$ cat src/hdl/npna_pkg.sv
`default_nettype none
package npna_pkg;

  localparam int COORD_WIDTH = 24;
  localparam int DIFF_W      = COORD_WIDTH + 1;
  localparam int PROD_W      = 2 * DIFF_W;
  localparam int ACC_W       = 64;
  localparam int MAG_W       = 63;
  localparam int SQ_W        = 128;
  localparam int ROOT_W      = 64;
  localparam int UNIT_SHIFT  = 30;
  localparam int DVD_W       = 31 + UNIT_SHIFT;
  localparam int CNT_W       = 7;
  localparam logic [CNT_W-1:0] SQRT_LAST = CNT_W'(ROOT_W - 1);
  localparam logic [CNT_W-1:0] DIV_LAST  = CNT_W'(DVD_W - 1);
  localparam logic [DVD_W-1:0] FLUSH_LIMIT = DVD_W'(107375);

  typedef enum logic [4:0] {
    S_IDLE, S_MUL0, S_ADD0, S_MUL1, S_ADD1, S_EMIT, S_SQ_INIT, S_SQ_MUL, S_SQ_ACC,
    S_SQRT_INIT, S_SQRT, S_AREA, S_SHIFT, S_DIV_INIT, S_DIV, S_DIV_SAVE, S_OUT
  } state_t;

  typedef enum logic [3:0] {
    CMD_NONE, CMD_VERTEX, CMD_PAIR_MUL, CMD_PAIR_ADD, CMD_EMIT, CMD_SQ_INIT, CMD_SQ_MUL,
    CMD_SQ_ACC, CMD_SQRT_INIT, CMD_SQRT, CMD_AREA, CMD_SHIFT, CMD_DIV_INIT, CMD_DIV,
    CMD_DIV_SAVE, CMD_OUT
  } cmd_t;

  typedef struct packed {
    cmd_t cmd;
    logic pair_sel;   // 0: (previous, current), 1: (current, first)
  } ctrl_t;

  typedef struct packed {
    logic started;
    logic last;       // last flag of the latched vertex
    logic last_in;    // last flag on the input port
    logic sq_done;
    logic sqrt_done;
    logic div_done;
    logic div_last;
    logic shift_done;
    logic unit_req;
    logic out_free;
  } status_t;

endpackage
`default_nettype wire

$ cat src/hdl/npna_ctrl.sv
`default_nettype none
module npna_ctrl import npna_pkg::*; (
  input  wire     clk,
  input  wire     rst,
  input  wire     s_tvalid,
  output logic    s_tready,
  input  status_t status,
  output ctrl_t   ctrl
);

  state_t state, state_next;
  logic   second, second_next;

  always_ff @(posedge clk) begin
    if (rst) begin
      state  <= S_IDLE;
      second <= 1'b0;
    end else begin
      state  <= state_next;
      second <= second_next;
    end
  end

  always_comb begin
    state_next    = state;
    second_next   = second;
    ctrl.cmd      = CMD_NONE;
    ctrl.pair_sel = 1'b0;
    s_tready      = 1'b0;
    unique case (state)
      S_IDLE: begin
        s_tready = 1'b1;
        if (s_tvalid) begin
          ctrl.cmd = CMD_VERTEX;
          if (status.started) state_next = S_MUL0;
          else if (status.last_in) state_next = S_MUL1;
        end
      end
      S_MUL0: begin
        ctrl.cmd   = CMD_PAIR_MUL;
        state_next = S_ADD0;
      end
      S_ADD0: begin
        ctrl.cmd   = CMD_PAIR_ADD;
        state_next = status.last ? S_MUL1 : S_IDLE;
      end
      S_MUL1: begin
        ctrl.cmd      = CMD_PAIR_MUL;
        ctrl.pair_sel = 1'b1;
        state_next    = S_ADD1;
      end
      S_ADD1: begin
        ctrl.cmd      = CMD_PAIR_ADD;
        ctrl.pair_sel = 1'b1;
        state_next    = S_EMIT;
      end
      S_EMIT: begin
        ctrl.cmd    = CMD_EMIT;
        second_next = 1'b0;
        state_next  = S_SQ_INIT;
      end
      S_SQ_INIT: begin
        ctrl.cmd   = CMD_SQ_INIT;
        state_next = S_SQ_MUL;
      end
      S_SQ_MUL: begin
        ctrl.cmd   = CMD_SQ_MUL;
        state_next = S_SQ_ACC;
      end
      S_SQ_ACC: begin
        ctrl.cmd   = CMD_SQ_ACC;
        state_next = status.sq_done ? S_SQRT_INIT : S_SQ_MUL;
      end
      S_SQRT_INIT: begin
        ctrl.cmd   = CMD_SQRT_INIT;
        state_next = S_SQRT;
      end
      S_SQRT: begin
        ctrl.cmd = CMD_SQRT;
        if (status.sqrt_done) state_next = second ? S_DIV_INIT : S_AREA;
      end
      S_AREA: begin
        ctrl.cmd   = CMD_AREA;
        state_next = status.unit_req ? S_SHIFT : S_OUT;
      end
      S_SHIFT: begin
        if (status.shift_done) begin
          second_next = 1'b1;
          state_next  = S_SQ_INIT;
        end else begin
          ctrl.cmd = CMD_SHIFT;
        end
      end
      S_DIV_INIT: begin
        ctrl.cmd   = CMD_DIV_INIT;
        state_next = S_DIV;
      end
      S_DIV: begin
        ctrl.cmd = CMD_DIV;
        if (status.div_done) state_next = S_DIV_SAVE;
      end
      S_DIV_SAVE: begin
        ctrl.cmd   = CMD_DIV_SAVE;
        state_next = status.div_last ? S_OUT : S_DIV_INIT;
      end
      S_OUT: begin
        if (status.out_free) begin
          ctrl.cmd   = CMD_OUT;
          state_next = S_IDLE;
        end
      end
      default: state_next = S_IDLE;
    endcase
  end

endmodule
`default_nettype wire

$ cat config.mk
export PLATFORM = sky130hd
export DESIGN_NAME = npna_ctrl
export DESIGN_NICKNAME = d
export VERILOG_FILES = /design/src/hdl/npna_pkg.sv /design/src/hdl/npna_ctrl.sv
export SDC_FILE = /design/constraint.sdc
export NUM_CORES = 1
export LEC_CHECK = 0
export BUFFER_PORTS_ARGS = -buffer_cell sky130_fd_sc_hd__buf_2
export CORE_MARGIN = 4
export CORE_UTILIZATION = 50
export DETAILED_ROUTE_END_ITERATION = 10
export PLACE_DENSITY_LB_ADDON = 0.25
export SETUP_SLACK_MARGIN = 0.5
export SKIP_LAST_GASP = 1
export SLEW_MARGIN = 30
export SYNTH_ARGS = -nofsm -noshare
export SYNTH_HDL_FRONTEND = slang
export SYNTH_SLANG_ARGS = --single-unit
$ cat constraint.sdc
create_clock -name clk -period 1.73 [get_ports clk]
set_clock_uncertainty 0.05 [all_clocks]
set_input_delay 0.2595 -clock clk [delete_from_list [all_inputs] [get_ports clk]]
set_output_delay 0.2595 -clock clk [all_outputs]
set_load 0.01 [all_outputs]
==> qor.yml, run 1 <==
setup_path:
  rr_worst_depth: 5
  crit_arrival_ps: 1430
  critical_path_class: "flop to output pin"
  r2r_end: "state[2]"
  r2r_slack_ps: 110
  worstPathRequired_ps: 1420
  r2r-start: "state[0]"
  start_kind: "flop"
  cp-end-kind: "output pin"
  crit_path_max_fanout: 8
job:
  maxCapViolations: 0
floorplanning:
  core_region_area_um2: 1330
  rows: 13
  die_x_um: 46.2
  design.die.area_um2: 2140
  initial_core_util_pct: 54.8
  die_h_um: 46.2
  io_pins: 19
routing:
  vias: 1057
  routed_wl_um: 3290
  drtIter0Drc: 56
  first_pass_iters: 5
  wl_per_cell_um: 21.5
  ant_nets: 0
  via_per_inst: 6.91
  route.detailed.drc: 0
sta:
  slew_viol_final: 0
  relSlewSlack_pct: 73.2
  tightest_slew_ps: 396
  max_freq_mhz: 576
  min_period_ps: 1740
  rsz0062_at_grt: "true"
  hold_slack_ps: 228
  min_period_over_period_pct: 100
  setup_viol: 2
  final-hold-violation-count: 0
  worst_slack_ps: -7.54
grt:
  antenna_found_initial: 0
  gr-usage-all-layers_pct: 28.7
  grt_max_degree: 12
  grt_pass1_vias: 964
  grt_pass1_wl_um: 4380
  grt-ovfl-total: 0
cells_and_area:
  final_layout_size_suffix_gt1_share_pct: 60.1
  fin_area_um2: 1140
  final_cell_mix: "buf_4 (19), buf_2 (18), nor2_1 (7), a21oi_1 (7)"
  post-route-util_pct: 85.8
  final_common_cell: "buf_4"
  syn2layout_area_growth_pct: 56.7
  fillers: 75
  antennaDiodeCount: 0
  nNetsFinal: 153
cts:
  clock_path_buffers: 2
  ctsHoldBuffers: 0
  cts_buffers: 3
  clk_latency_ps: 260
  clk_pin_slew_ps: 40
  h-tree-depth: 1
  cts_sinks: 6
  cts_tree: "yes"
  cts_root_buffer: "clkbuf_4"
placed_design:
  post-dp-hpwl_um: 1650
  place.gp.congestion: 0.871
  portBuffers: 18
  placed_area_um2: 903
min_path:
  min_to: "state[3]"
  min_path_cells: 2
  hold_class: "input pin to flop"
  min-delay-start: "rst"
pwr:
  power_density_nw_per_um2: 739
  ir_drop_v: 0.000395
  p_leak_nw: 0.448
yosys:
  yosys.area_share.adder_pct: 0
  async_reset_ff_share_pct: 0
  synth_edf_count: 0
  synth_compound_area_share_pct: 38.4
  synthXorXnorAreaFrac_pct: 0
  ys_types: 41
  ys.warnings.count: 0
  synthDominantCellAreaShare_pct: 16.4
  synth.area.mux_share_pct: 2.74
  synthesis.nets: 116
  synthSimpleGateAreaFrac_pct: 30.8
  synth_top_family_by_area: "compound AO/OA/AOI/OAI gates"
  netlist_instances: 103
  synth_area_leaders: "dfxtp_1 (16%), a21oi_1 (8.9%), o21ai_0 (5.5%)"
  avgSynthCellArea_um2: 7.09
  yosys.area.top_type: "dfxtp_1"
  yosysSeqAreaShare_pct: 16.4
  syn-cell-area_um2: 731
  ys_ff_latch: 6
  synth-main-ff-cell: "dfxtp_1"
outcome:
  violations: "negative setup slack"
  status: "finished with violations"
-- cells by family (layout without fill, tap and decap cells) --
group / Yosys count / in the layout
AOI/OAI and AO/OA: 42 / 42
buffers and inverters: 14 / 49
DFF: 6 / 6
muxes: 2 / 2
and+or+nand+nor: 39 / 39
-- per-stage QoR --
stage	power [mW]	setup TNS (ps)	std cells	setup WS [ps]
finish	0.846	-7.92	153	-7.54
global route	0.885	-246	153	-163
floorplan	0.454	0	103	330
detailed placement	0.550	0	137	5.61
CTS	0.746	0	149	64.7
global placement	0.538	0	137	107
-- synth_stat cells, types with 3 or more instances --
cell type,n
buf_6,3
nand2b_1,5
nor2_1,9
a21boi_0,3
nor3_1,5
buf_2,5
o21ai_0,8
a31oi_1,3
dfxtp_1,6
a21oi_1,13
nand2_1,5
inv_1,4
-- routing by layer --
layer  vias up  GRT usage, %  wire [um]
li1        456             -          -
met1       472          34.4       1230
met2        95          49.7       1550
met3        34          4.69        294
met4         0          11.9        204
met5         -             0          0
-- worst max-delay path by stage --
stage,startpoint,to,slack [ps],cells past startpoint
after floorplan,state[2],ctrl[0],330,6
after global placement,state[3],state[1],110,4
after detailed placement,state[3],state[1],6,4
after CTS,state[1],ctrl[3],60,5
after global routing,state[4],ctrl[1],-160,6
final,state[4],ctrl[1],-8,6
-- flip-flops by register name, summed over array words and instances, names as in the netlist --
register,flops
second,1
state,5
-- report_power, final --
group	switching, mW	internal (mW)	leakage (nW)
Sequential	0.0358	0.152	0.0525
Clock	0.0573	0.0789	0.0138
Combinational	0.268	0.255	0.382
Total	0.361	0.485	0.448
-- worst max-delay path: stages (launching register included) --
cell     delay [ps]
dfxtp_4         370
buf_6           150
nand2_1          70
o21ai_0         290
a22oi_2         110
nand2_1          70
buf_2           120
-- final cells by class --
cell class	count	area (um2)	area share, %
Inverter	4	15.0	1.31
Timing Repair Buffer	42	289	25.2
Multi-Input combinational cell	83	661	57.7
Tap cell	15	18.8	1.64
Sequential cell	6	139	12.1
Clock buffer	3	22.5	1.97
-- what timing repair did --
| item | CTS | global route |
|---|---|---|
| endpoints found under the setup margin | 12 | 12 |
| buffers inserted | 9 | 4 |
| pin swaps | 4 | 4 |
| gates resized for setup | 20 | 14 |
(Power assumes the default switching activity.)
==> inputs of run 2 (changes only) <==
--- a/config.mk
+++ b/config.mk
@@ -10,7 +10,6 @@
 export CORE_UTILIZATION = 50
 export DETAILED_ROUTE_END_ITERATION = 10
 export PLACE_DENSITY_LB_ADDON = 0.25
-export SETUP_SLACK_MARGIN = 0.5
 export SKIP_LAST_GASP = 1
 export SLEW_MARGIN = 30
 export SYNTH_ARGS = -nofsm -noshare
==> run 2 against run 1 <==
  * The run now ends clean
  * Final cell count decreased by 7.8%
  * Largest power group unchanged
  * Total power shrank 20%
  * First-iteration DRC count is 36% lower
  * Combinational power down 31%
  * Die area did not move
  * Sequential share of layout area up 2.2 points
  * Utilization fell by 17 points
  * Wire length is 35% lower
  * Highest routed layer unchanged
==> qor.yml, run 2 (same netlist as run 1, synthesis figures left out) <==
outcome:
  status: "finished, final reports clean"
pwr:
  p_leak_nw: 0.357
  power_density_nw_per_um2: 736
  p_sw_share_pct: 40.2
  p_total_mw: 0.677
  combPwrFrac_pct: 53.3
  seqPwrFrac_pct: 27.0
  internal_power_mw: 0.405
  netSwitchingPower_mw: 0.272
  ir_drop_v: 0.000442
  power_frac_clock_pct: 19.7
placed_design:
  place.gp.congestion: 0.915
  post-dp-hpwl_um: 1630
  placed_area_um2: 860
  portBuffers: 18
grt:
  gr-usage-all-layers_pct: 22.4
  grtUsageMet1_pct: 29.1
  grt_pass1_vias: 779
  antenna_found_initial: 0
  gr-usage-met2_pct: 36.0
  grt-ovfl-total: 0
  grt-busiest-layer: "met2"
  use_met3_pct: 3.52
  grt_pass1_wl_um: 3440
  grt_max_degree: 14
setup_path:
  start_kind: "flop"
  critPathMaxStageDelay_ps: 410
  crit_path_max_fanout: 8
  cp-end-kind: "output pin"
  crit_arrival_ps: 1360
  slowest_stage: "dfxtp_2"
  crit_chain: "nor2_1, and3_1, a22oi_1, nand2_1, buf_2"
  critical_path_class: "flop to output pin"
  rr_worst_depth: 5
  worstPathRequired_ps: 1420
floorplanning:
  design.die.area_um2: 2140
  initial_core_util_pct: 54.8
  die_x_um: 46.2
  die_h_um: 46.2
  io_pins: 19
  core_region_area_um2: 1330
  rows: 13
cts:
  cts_buffers: 3
  cts_tree: "yes"
  h-tree-depth: 1
  cts_sinks: 6
  post-cts-setup-buffers: 0
  clk_latency_ps: 250
  cts_root_buffer: "clkbuf_4"
  ctsHoldBuffers: 0
  clk_pin_slew_ps: 50
  clock_path_buffers: 2
min_path:
  min_path_cells: 2
  hold_class: "input pin to flop"
routing:
  via_per_inst: 6.14
  wl_per_cell_um: 15.1
  route.detailed.drc: 0
  routed_wl_um: 2140
  vias: 866
  ant_nets: 0
  drtIter0Drc: 36
  first_pass_iters: 4
sta:
  relSlewSlack_pct: 69.6
  min_period_over_period_pct: 96.4
  max_freq_mhz: 600
  min_period_ps: 1670
  final-hold-violation-count: 0
  slew_viol_final: 0
  setup_viol: 0
  tightest_slew_ps: 450
cells_and_area:
  fin_area_um2: 920
  top_register: "state"
  nNetsFinal: 141
  final_layout_size_suffix_gt1_share_pct: 37.3
  antennaDiodeCount: 0
  largestRegisters: "state x5, second x1"
  syn2layout_area_growth_pct: 25.9
  final_cell_mix: "buf_2 (18), a21oi_1 (13), buf_4 (11)"
  final_common_cell: "buf_2"
  fillers: 116
  largest_reg_flops: 5
job:
  maxCapViolations: 0
## run 2: cell count changes in the layout (fill, tap and decap cells not counted), sizes merged
cell	change
buf	-12
## run 2: what timing repair did
| item | CTS | global route |
|---|---|---|
| gates resized for setup | 7 | 7 |
| endpoints found under the setup margin | 4 | 2 |
| endpoints found under the hold margin | 0 | 0 |
| cloned | 0 | 0 |
## run 2: critical path: cells and delay by family, from the launching register on
family                 cells  cell delay, ps
buffers and inverters      1             140
AO/OA/AOI/OAI              1             180
flip-flops                 1             410
AND/OR/NAND/NOR            3             360
## run 2: final cells by class
class	instances	area (um2)	share of cell area, %
well taps	15	18.8	2.04
clock buffers	3	22.5	2.45
inverters	4	15.0	1.63
flip-flops and latches	6	131	14.3
repair buffers	30	184	20.0
multi-input cells	83	548	59.6
## run 2: per-stage QoR
stage          setup slack (ps)  TNS, ps  hold WS (ps)  util (%)  instances
6_report                   62.4        0           211      68.9        141
5_1_grt                   -11.2    -11.2           229      68.9        141
4_1_cts                    21.8        0           208      67.3        141
3_5_place_dp                143        0           480      64.4        138
3_3_place_gp                165        0           474      64.4        138
2_1_floorplan               219        0           279         -        103
## run 2: path summary, 6_finish.rpt
check | start | endpoint | slack, ps
max | state[3] | ctrl[1] | 60
min | rst | state[3] | 210
max reg2reg | state[0] | state[1] | 190
min reg2reg | second | second | 560
## run 2: per-layer routing
layer  up-vias  routed length, um
li1        435                  -
met1       392                947
met2        34               1040
met3         5                111
met4         0                 40
met5         -                  0
## run 2: power groups by stage
stage          sequential (mW)  combinational, mW  clock, mW
3_5_place_dp             0.179              0.336          0
5_1_grt                  0.187              0.400      0.140
4_1_cts                  0.182              0.346      0.137
6_report                 0.183              0.361      0.134
3_3_place_gp             0.178              0.333          0
2_1_floorplan            0.157              0.255          0
